`src/design/dss_pkg.sv`:
```
// Package for the disk seek scheduler: payload structs, codes, sizes and the
// control structs passed to the shared compare unit. No dependencies.
package dss_pkg;

  localparam int MAX_REQ = 64;
  localparam int IDX_W   = $clog2(MAX_REQ);
  localparam int CNT_W   = IDX_W + 1;
  localparam int TRK_W   = 16;
  localparam int SUM_W   = 22;

  typedef enum logic [1:0] {
    MODE_FCFS  = 2'd0,
    MODE_SSTF  = 2'd1,
    MODE_SCAN  = 2'd2,
    MODE_CSCAN = 2'd3
  } mode_t;

  localparam logic [1:0] ERR_NONE  = 2'd0;
  localparam logic [1:0] ERR_RANGE = 2'd1;
  localparam logic [1:0] ERR_FULL  = 2'd2;

  localparam logic [1:0] CFG_MODE  = 2'd0;
  localparam logic [1:0] CFG_START = 2'd1;
  localparam logic [1:0] CFG_MAX   = 2'd2;

  typedef struct packed {
    logic [TRK_W-1:0] request_track;
    logic             batch_end;
  } dss_in_t;

  typedef struct packed {
    logic [TRK_W-1:0] served_track;
    logic [TRK_W-1:0] seek_distance;
    logic [SUM_W-1:0] total_distance;
    logic [1:0]       error_code;
    logic             last_result;
  } dss_out_t;

  typedef struct packed {
    mode_t            mode;
    logic [TRK_W-1:0] start;
    logic [TRK_W-1:0] head;
    logic [TRK_W-1:0] track;
    logic             best_v;
    logic             best_cls;
    logic [TRK_W-1:0] best_key;
  } dss_cmp_in_t;

  typedef struct packed {
    logic             better;
    logic             cls;
    logic [TRK_W-1:0] key;
    logic [TRK_W-1:0] gap;
  } dss_cmp_out_t;

endpackage

```
`src/design/dss_ram.sv`:
```
// Generic simple dual-port RAM with one write port and a registered read port.
// No dependencies.
module dss_ram #(
  parameter int WIDTH = 16,
  parameter int DEPTH = 64
) (
  input  logic                     clk,
  input  logic                     wr_en,
  input  logic [$clog2(DEPTH)-1:0] wr_addr,
  input  logic [WIDTH-1:0]         wr_data,
  input  logic [$clog2(DEPTH)-1:0] rd_addr,
  output logic [WIDTH-1:0]         rd_data
);

  logic [WIDTH-1:0] mem_r [DEPTH];

  always_ff @(posedge clk) begin
    if (wr_en) begin
      mem_r[wr_addr] <= wr_data;
    end
    rd_data <= mem_r[rd_addr];
  end

endmodule

```
`src/design/dss_cmp_unit.sv`:
```
// Shared distance and ordering unit: one absolute difference and one
// candidate-against-best comparison. Depends on dss_pkg.
module dss_cmp_unit (
  input  dss_pkg::dss_cmp_in_t  cmp_in,
  output dss_pkg::dss_cmp_out_t cmp_out
);

  logic [dss_pkg::TRK_W-1:0] gap;
  logic                      cls;
  logic                      same_better;

  always_comb begin
    gap = (cmp_in.track > cmp_in.head) ? cmp_in.track - cmp_in.head
                                       : cmp_in.head - cmp_in.track;
    cls = (cmp_in.track < cmp_in.start);
    if (cls && (cmp_in.mode == dss_pkg::MODE_SCAN)) begin
      same_better = cmp_in.track > cmp_in.best_key;
    end else begin
      same_better = cmp_in.track < cmp_in.best_key;
    end
    cmp_out.gap = gap;
    cmp_out.cls = cls;
    case (cmp_in.mode)
      dss_pkg::MODE_FCFS: begin
        cmp_out.better = !cmp_in.best_v;
        cmp_out.key    = cmp_in.track;
      end
      dss_pkg::MODE_SSTF: begin
        cmp_out.better = !cmp_in.best_v || (gap < cmp_in.best_key);
        cmp_out.key    = gap;
      end
      default: begin
        cmp_out.better = !cmp_in.best_v || (cls < cmp_in.best_cls) ||
                         ((cls == cmp_in.best_cls) && same_better);
        cmp_out.key    = cmp_in.track;
      end
    endcase
  end

endmodule

```
`src/design/disk_seek_scheduler.sv`:
```
// Top level of the disk seek scheduler: request store, sequencer and output
// register. Depends on dss_pkg, dss_ram and dss_cmp_unit.
//
//   Port group | Direction | Carries
//   in_*       | input     | one request transaction (track, batch end flag)
//   out_*      | output    | one result transaction (track, distances, error, last)
//   cfg_*      | input     | register writes (mode, start track, max track)
//
// After the closing request, each of the n results comes from one search: one
// compare unit walks the request RAM one entry per cycle, a last step adds
// the final compare, then it is emitted. Synchronous active-low reset clears control
// state and the served marks. Input is held off while a sequence runs or a
// result waits; a stalled output halts the sequencer in its emit step.
module disk_seek_scheduler (
  input  logic             clk,
  input  logic             rst_n,
  input  logic             in_valid,
  output logic             in_ready,
  input  dss_pkg::dss_in_t in_data,
  output logic             out_valid,
  input  logic             out_ready,
  output dss_pkg::dss_out_t out_data,
  input  logic             cfg_wr_en,
  input  logic [1:0]       cfg_index,
  input  logic [15:0]      cfg_wdata
);

  typedef enum logic [3:0] {
    S_IDLE   = 4'b0001,
    S_SEARCH = 4'b0010,
    S_LAST   = 4'b0100,
    S_EMIT   = 4'b1000
  } state_t;

  state_t                      state_r, state_nxt;
  dss_pkg::mode_t              mode_r;
  logic [dss_pkg::TRK_W-1:0]   start_r, max_r;
  logic [dss_pkg::CNT_W-1:0]   count_r, count_nxt;
  logic [dss_pkg::CNT_W-1:0]   n_r, n_nxt;
  logic [dss_pkg::CNT_W-1:0]   k_r, k_nxt;
  logic [dss_pkg::MAX_REQ-1:0] marks_r, marks_nxt;
  logic [dss_pkg::IDX_W-1:0]   scan_r, scan_nxt;
  logic [dss_pkg::IDX_W-1:0]   cmp_idx_r;
  logic                        cmp_v_r, cmp_v_nxt;
  logic                        best_v_r, best_v_nxt;
  logic                        best_cls_r, best_cls_nxt;
  logic [dss_pkg::TRK_W-1:0]   best_key_r, best_key_nxt;
  logic [dss_pkg::TRK_W-1:0]   best_trk_r, best_trk_nxt;
  logic [dss_pkg::IDX_W-1:0]   best_idx_r, best_idx_nxt;
  logic [dss_pkg::TRK_W-1:0]   head_r, head_nxt;
  logic [dss_pkg::SUM_W-1:0]   sum_r, sum_nxt;
  logic [1:0]                  err_r, err_nxt;
  logic                        out_valid_r, out_valid_nxt;
  dss_pkg::dss_out_t           out_data_r, out_data_nxt;

  logic                        in_fire, emit_fire, store;
  logic [1:0]                  in_err;
  logic [dss_pkg::CNT_W-1:0]   new_count;
  logic [dss_pkg::TRK_W-1:0]   ram_rdata;
  dss_pkg::dss_cmp_in_t        cmp_in;
  dss_pkg::dss_cmp_out_t       cmp_out;

  assign in_ready  = (state_r == S_IDLE) && !out_valid_r;
  assign in_fire   = in_valid && in_ready;
  assign out_valid = out_valid_r;
  assign out_data  = out_data_r;
  assign emit_fire = (state_r == S_EMIT) && (!out_valid_r || out_ready);

  always_comb begin
    if (in_data.request_track > max_r) begin
      in_err = dss_pkg::ERR_RANGE;
    end else if (count_r == dss_pkg::CNT_W'(dss_pkg::MAX_REQ)) begin
      in_err = dss_pkg::ERR_FULL;
    end else begin
      in_err = dss_pkg::ERR_NONE;
    end
    store     = in_fire && (in_err == dss_pkg::ERR_NONE);
    new_count = count_r + dss_pkg::CNT_W'(store);
  end

  dss_ram #(
    .WIDTH(dss_pkg::TRK_W),
    .DEPTH(dss_pkg::MAX_REQ)
  ) u_store (
    .clk    (clk),
    .wr_en  (store),
    .wr_addr(count_r[dss_pkg::IDX_W-1:0]),
    .wr_data(in_data.request_track),
    .rd_addr(scan_r),
    .rd_data(ram_rdata)
  );

  always_comb begin
    cmp_in.mode     = mode_r;
    cmp_in.start    = start_r;
    cmp_in.head     = head_r;
    cmp_in.track    = (state_r == S_EMIT) ? best_trk_r : ram_rdata;
    cmp_in.best_v   = best_v_r;
    cmp_in.best_cls = best_cls_r;
    cmp_in.best_key = best_key_r;
  end

  dss_cmp_unit u_cmp (
    .cmp_in (cmp_in),
    .cmp_out(cmp_out)
  );

  always_comb begin
    state_nxt     = state_r;
    count_nxt     = new_count;
    n_nxt         = n_r;
    k_nxt         = k_r;
    marks_nxt     = marks_r;
    scan_nxt      = scan_r;
    cmp_v_nxt     = 1'b0;
    best_v_nxt    = best_v_r;
    best_cls_nxt  = best_cls_r;
    best_key_nxt  = best_key_r;
    best_trk_nxt  = best_trk_r;
    best_idx_nxt  = best_idx_r;
    head_nxt      = head_r;
    sum_nxt       = sum_r;
    err_nxt       = err_r;
    out_valid_nxt = out_valid_r && !out_ready;
    out_data_nxt  = out_data_r;

    if (cmp_v_r && !marks_r[cmp_idx_r] && cmp_out.better) begin
      best_v_nxt   = 1'b1;
      best_cls_nxt = cmp_out.cls;
      best_key_nxt = cmp_out.key;
      best_trk_nxt = ram_rdata;
      best_idx_nxt = cmp_idx_r;
    end

    case (state_r)
      S_IDLE: begin
        if (in_fire) begin
          out_data_nxt.served_track   = in_data.request_track;
          out_data_nxt.seek_distance  = '0;
          out_data_nxt.total_distance = '0;
          out_data_nxt.error_code     = in_err;
          out_data_nxt.last_result    = in_data.batch_end;
          if (!in_data.batch_end) begin
            out_valid_nxt = (in_err != dss_pkg::ERR_NONE);
          end else if (new_count == '0) begin
            out_valid_nxt = 1'b1;
          end else begin
            err_nxt    = in_err;
            n_nxt      = new_count;
            k_nxt      = '0;
            head_nxt   = start_r;
            sum_nxt    = '0;
            scan_nxt   = '0;
            best_v_nxt = 1'b0;
            state_nxt  = S_SEARCH;
          end
        end
      end
      S_SEARCH: begin
        cmp_v_nxt = 1'b1;
        if ({1'b0, scan_r} == n_r - dss_pkg::CNT_W'(1)) begin
          state_nxt = S_LAST;
        end else begin
          scan_nxt = scan_r + dss_pkg::IDX_W'(1);
        end
      end
      S_LAST: begin
        state_nxt = S_EMIT;
      end
      S_EMIT: begin
        if (emit_fire) begin
          out_valid_nxt               = 1'b1;
          out_data_nxt.served_track   = best_trk_r;
          out_data_nxt.seek_distance  = cmp_out.gap;
          out_data_nxt.total_distance = sum_r + dss_pkg::SUM_W'(cmp_out.gap);
          out_data_nxt.error_code     = err_r;
          out_data_nxt.last_result    = (k_r + dss_pkg::CNT_W'(1) == n_r);
          sum_nxt                     = sum_r + dss_pkg::SUM_W'(cmp_out.gap);
          head_nxt                    = best_trk_r;
          marks_nxt[best_idx_r]       = 1'b1;
          k_nxt                       = k_r + dss_pkg::CNT_W'(1);
          scan_nxt                    = '0;
          best_v_nxt                  = 1'b0;
          if (k_r + dss_pkg::CNT_W'(1) == n_r) begin
            marks_nxt = '0;
            count_nxt = '0;
            state_nxt = S_IDLE;
          end else begin
            state_nxt = S_SEARCH;
          end
        end
      end
      default: begin
        state_nxt = S_IDLE;
      end
    endcase
  end

  always_ff @(posedge clk) begin
    if (!rst_n) begin
      state_r     <= S_IDLE;
      mode_r      <= dss_pkg::MODE_FCFS;
      start_r     <= '0;
      max_r       <= '1;
      count_r     <= '0;
      marks_r     <= '0;
      cmp_v_r     <= 1'b0;
      best_v_r    <= 1'b0;
      out_valid_r <= 1'b0;
    end else begin
      state_r     <= state_nxt;
      count_r     <= count_nxt;
      marks_r     <= marks_nxt;
      cmp_v_r     <= cmp_v_nxt;
      best_v_r    <= best_v_nxt;
      out_valid_r <= out_valid_nxt;
      if (cfg_wr_en) begin
        case (cfg_index)
          dss_pkg::CFG_MODE:  mode_r  <= dss_pkg::mode_t'(cfg_wdata[1:0]);
          dss_pkg::CFG_START: start_r <= cfg_wdata;
          dss_pkg::CFG_MAX:   max_r   <= cfg_wdata;
          default: begin
          end
        endcase
      end
    end
  end

  always_ff @(posedge clk) begin
    n_r        <= n_nxt;
    k_r        <= k_nxt;
    scan_r     <= scan_nxt;
    cmp_idx_r  <= scan_r;
    best_cls_r <= best_cls_nxt;
    best_key_r <= best_key_nxt;
    best_trk_r <= best_trk_nxt;
    best_idx_r <= best_idx_nxt;
    head_r     <= head_nxt;
    sum_r      <= sum_nxt;
    err_r      <= err_nxt;
    out_data_r <= out_data_nxt;
  end

endmodule

```
`config.mk`:
```
export PLATFORM = sky130hd
export DESIGN_NAME = disk_seek_scheduler
export DESIGN_NICKNAME = d
export VERILOG_FILES = /design/src/design/dss_pkg.sv /design/src/design/dss_ram.sv /design/src/design/dss_cmp_unit.sv /design/src/design/disk_seek_scheduler.sv
export SDC_FILE = /design/constraint.sdc
export NUM_CORES = 2
export LEC_CHECK = 0
export ABC_AREA = 1
export BUFFER_PORTS_ARGS = -buffer_cell sky130_fd_sc_hd__clkbuf_2
export CAP_MARGIN = 20
export CORE_MARGIN = 2
export CORE_UTILIZATION = 55
export CTS_CLUSTER_SIZE = 30
export DETAILED_ROUTE_END_ITERATION = 6
export PLACE_DENSITY = 0.74
export SYNTH_ARGS = -nofsm -noshare
export SYNTH_HDL_FRONTEND = slang
export SYNTH_SLANG_ARGS = --single-unit
```
`constraint.sdc`:
```
create_clock -name clk -period 6.5 [get_ports clk]
set_input_delay 0.975 -clock clk [delete_from_list [all_inputs] [get_ports clk]]
set_output_delay 0.975 -clock clk [all_outputs]
set_load 0.05 [all_outputs]
```
==> flow_summary.ini <==
[timing]
fin_skew_ns = 0.03616
slew_headroom_pct = 20.72
rsz0062_at_grt = no
max_freq_ghz = 0.1727
setup_viol_count_final = 0
period_minus_slack_ns = 5.790
min_period_over_period_pct = 89.08
hold_violations = 0
finalSetupTns_ns = 0
slew_violations = 0
tightest_slew_ns = 1.182

[cts]
cts_root_buffer = clkbuf_16
htree_num_levels = 4
cts_buffers = 132
cts_tree = yes
cts_resized = 0
cts_buffer_depth = 3
cts.clk_slew.worst_paths_ns = 0.06
cts_hold_buf = 0
clock-sinks = 1314
postCtsSetupBuffers = 0
insertion_delay_ns = 0.78

[layout]
num_antenna_cells = 0
n_fill_cell = 7435
seq_area_um2 = 38120
mostFrequentLayoutCells = edfxtp_1, nor2_1, o21ai_0, nand2_1, inv_1
final_util_pct = 61.88
area_growth_pct = 11.19
final_common_cell = edfxtp_1
nNetsFinal = 4869
multi_input_area_um2 = 14750
drive_gt1_share_pct = 9.212

[worst_setup_path]
critPathSlowestCell = fa_1
worstPathMaxFanout = 33
path_common_cell = nand2_1
cp-end-kind = flip-flop
required_ns = 7.05
critical_path_class = flip-flop to flip-flop
slowest_delay_ns = 0.47
crit_arrival_ns = 6.35
start_kind = flip-flop

[power]
leakage_uw = 0.02128
p_per_area_nw_per_um2 = 467.6
peakVddDrop_v = 0.0003742

[yosys]
synthCells = 4626
synth_fp_nets = 4784
ys_top_cells_by_area = edfxtp_1, o21ai_0, nor2_1, dfxtp_1, nand2_1
synth.distinct_cells = 56
synth_edf_count = 1180
synth_area_per_cell_um2 = 11.86
async_reset_ff_share_pct = 0
synth_area_um2 = 54850
ys.flop_type = edfxtp_1
synth_top_area_share_pct = 64.60
seq_area_frac_synth_pct = 69.49
synth_warnings = 0
synth.largest_area_cell = edfxtp_1
synth-seq-cells = 1314

[grt]
antenna_found_initial = 2
grt_max_degree = 202
grt_pass1_wl_um = 217800
groute.usage.overall_pct = 28.41
gr-total-overflow = 0
grt_pass1_vias = 35250

[drt]
via_count = 37790
drt_wl_total_um = 146500
drc = 0
drt_iter0_markers = 5241
highest_layer = met5
wl_met2_um = 67580
wire_per_inst_um = 23.98
drt_first_pass_iters = 6
routed_via_density = 6.188
ant_nets = 0
wl_met3_um = 15450
wl_met1_um = 56430

[placed_design]
gp_congestion = 0.9433
port_buffers = 98
dp.final_hpwl_um = 85210

[floorplan]
core_area_um2 = 98560
rows = 115
chipHeight_um = 319.8
start_util_pct = 55.65
fp.dieW_um = 319.8
io_pins = 99
die_area_um2 = 102300

[worst_hold_path]
hold_path_class = flip-flop to flip-flop

[status]
status = finished clean

[flow_run]
drv_cap = 0
-- area by class of cell --
type / instances / share of cell area (%)
clock inverter: 69 / 1.007
tap: 1287 / 2.640
multi-input combinational: 2819 / 24.19
sequential: 1314 / 62.50
inverter: 227 / 1.418
timing repair buffer: 217 / 2.392
clock buffer: 174 / 5.861
-- power breakdown --
part	leakage, µW	switching, µW	internal (µW)
combinational	0.00745	7940	3050
clock	0.00205	3230	4120
sequential	0.0118	271	9900
-- worst max-delay path: cells and delay by family, from the launching register on --
| family | cells | cell delay, ns |
|---|---|---|
| AOI/OAI and AO/OA | 8 | 1.30 |
| adders and majority gates | 3 | 1.14 |
| buffers and inverters | 6 | 1.01 |
| DFF | 1 | 0.40 |
| and+or+nand+nor | 17 | 1.75 |
-- flip-flops by register name, summed over array words and instances (netlist names), 16 cells and up --
register         count
head_r              16
u_store.mem_r     1024
start_r             16
marks_r             64
best_trk_r          16
max_r               16
u_store.rd_data     16
sum_r               22
out_data            57
best_key_r          16
-- logic make-up (layout without fill, tap and decap cells) --
family	after synthesis	count (layout)	synth area share, %
XOR/XNOR	47	47	0.7505
AO/OA/AOI/OAI	1230	1230	12.93
flip-flops	1314	1314	69.49
adder cells (fa/ha/maj)	118	118	2.733
AND/OR/NAND/NOR	1424	1424	10.46
buffers and inverters	493	687	3.636
-- layer usage --
metal / vias to the layer above / global-route usage (%)
met5: - / 0
met4: 4 / 13.63
met3: 309 / 5.414
met2: 2156 / 44.12
met1: 18330 / 38.89
li1: 16990 / -
-- worst paths after layout --
check	from	end	slack, ns	cells after the start
worst max register to register	state_r[1]$_SDFFE_PN0P_	out_data[19]$_SDFFCE_PN0P_	0.71	34
worst max-delay path	state_r[1]$_SDFFE_PN0P_	out_data[19]$_SDFFCE_PN0P_	0.71	34
worst min-delay path	u_store.rd_data[1]$_DFF_P_	best_trk_r[1]$_DFFE_PP_	0.44	0
worst min register to register	u_store.rd_data[1]$_DFF_P_	best_trk_r[1]$_DFFE_PP_	0.44	0
-- cells in the mapped netlist (all sizes together) (10+ instances only) --
library cell / instances
a21oi: 188
a31oi: 17
a32o: 11
buf: 68
clkbuf: 198
dfxtp: 134
edfxtp: 1180
ha: 115
inv: 223
nand2: 445
nand3: 81
nand4: 61
nor2: 799
nor3: 27
o211ai: 54
o21a: 10
o21ai: 655
o221ai: 100
o22ai: 175
xor2: 39
-- per-stage QoR --
stage	worst slack [ns]	std cells	hold WS (ns)	power [µW]	instance area [µm²]
after floorplan	1.440	4626	0.3427	17870	54850
after global placement	0.9792	5864	0.4288	20870	56800
after detailed placement	0.8116	5864	0.4230	21100	56800
after CTS	0.7495	6107	0.4374	28410	60990
after global routing	0.04353	6107	0.4486	29980	60990
final	0.7095	6107	0.4402	28520	60990
Note: power is estimated with default switching activity, not from simulation.
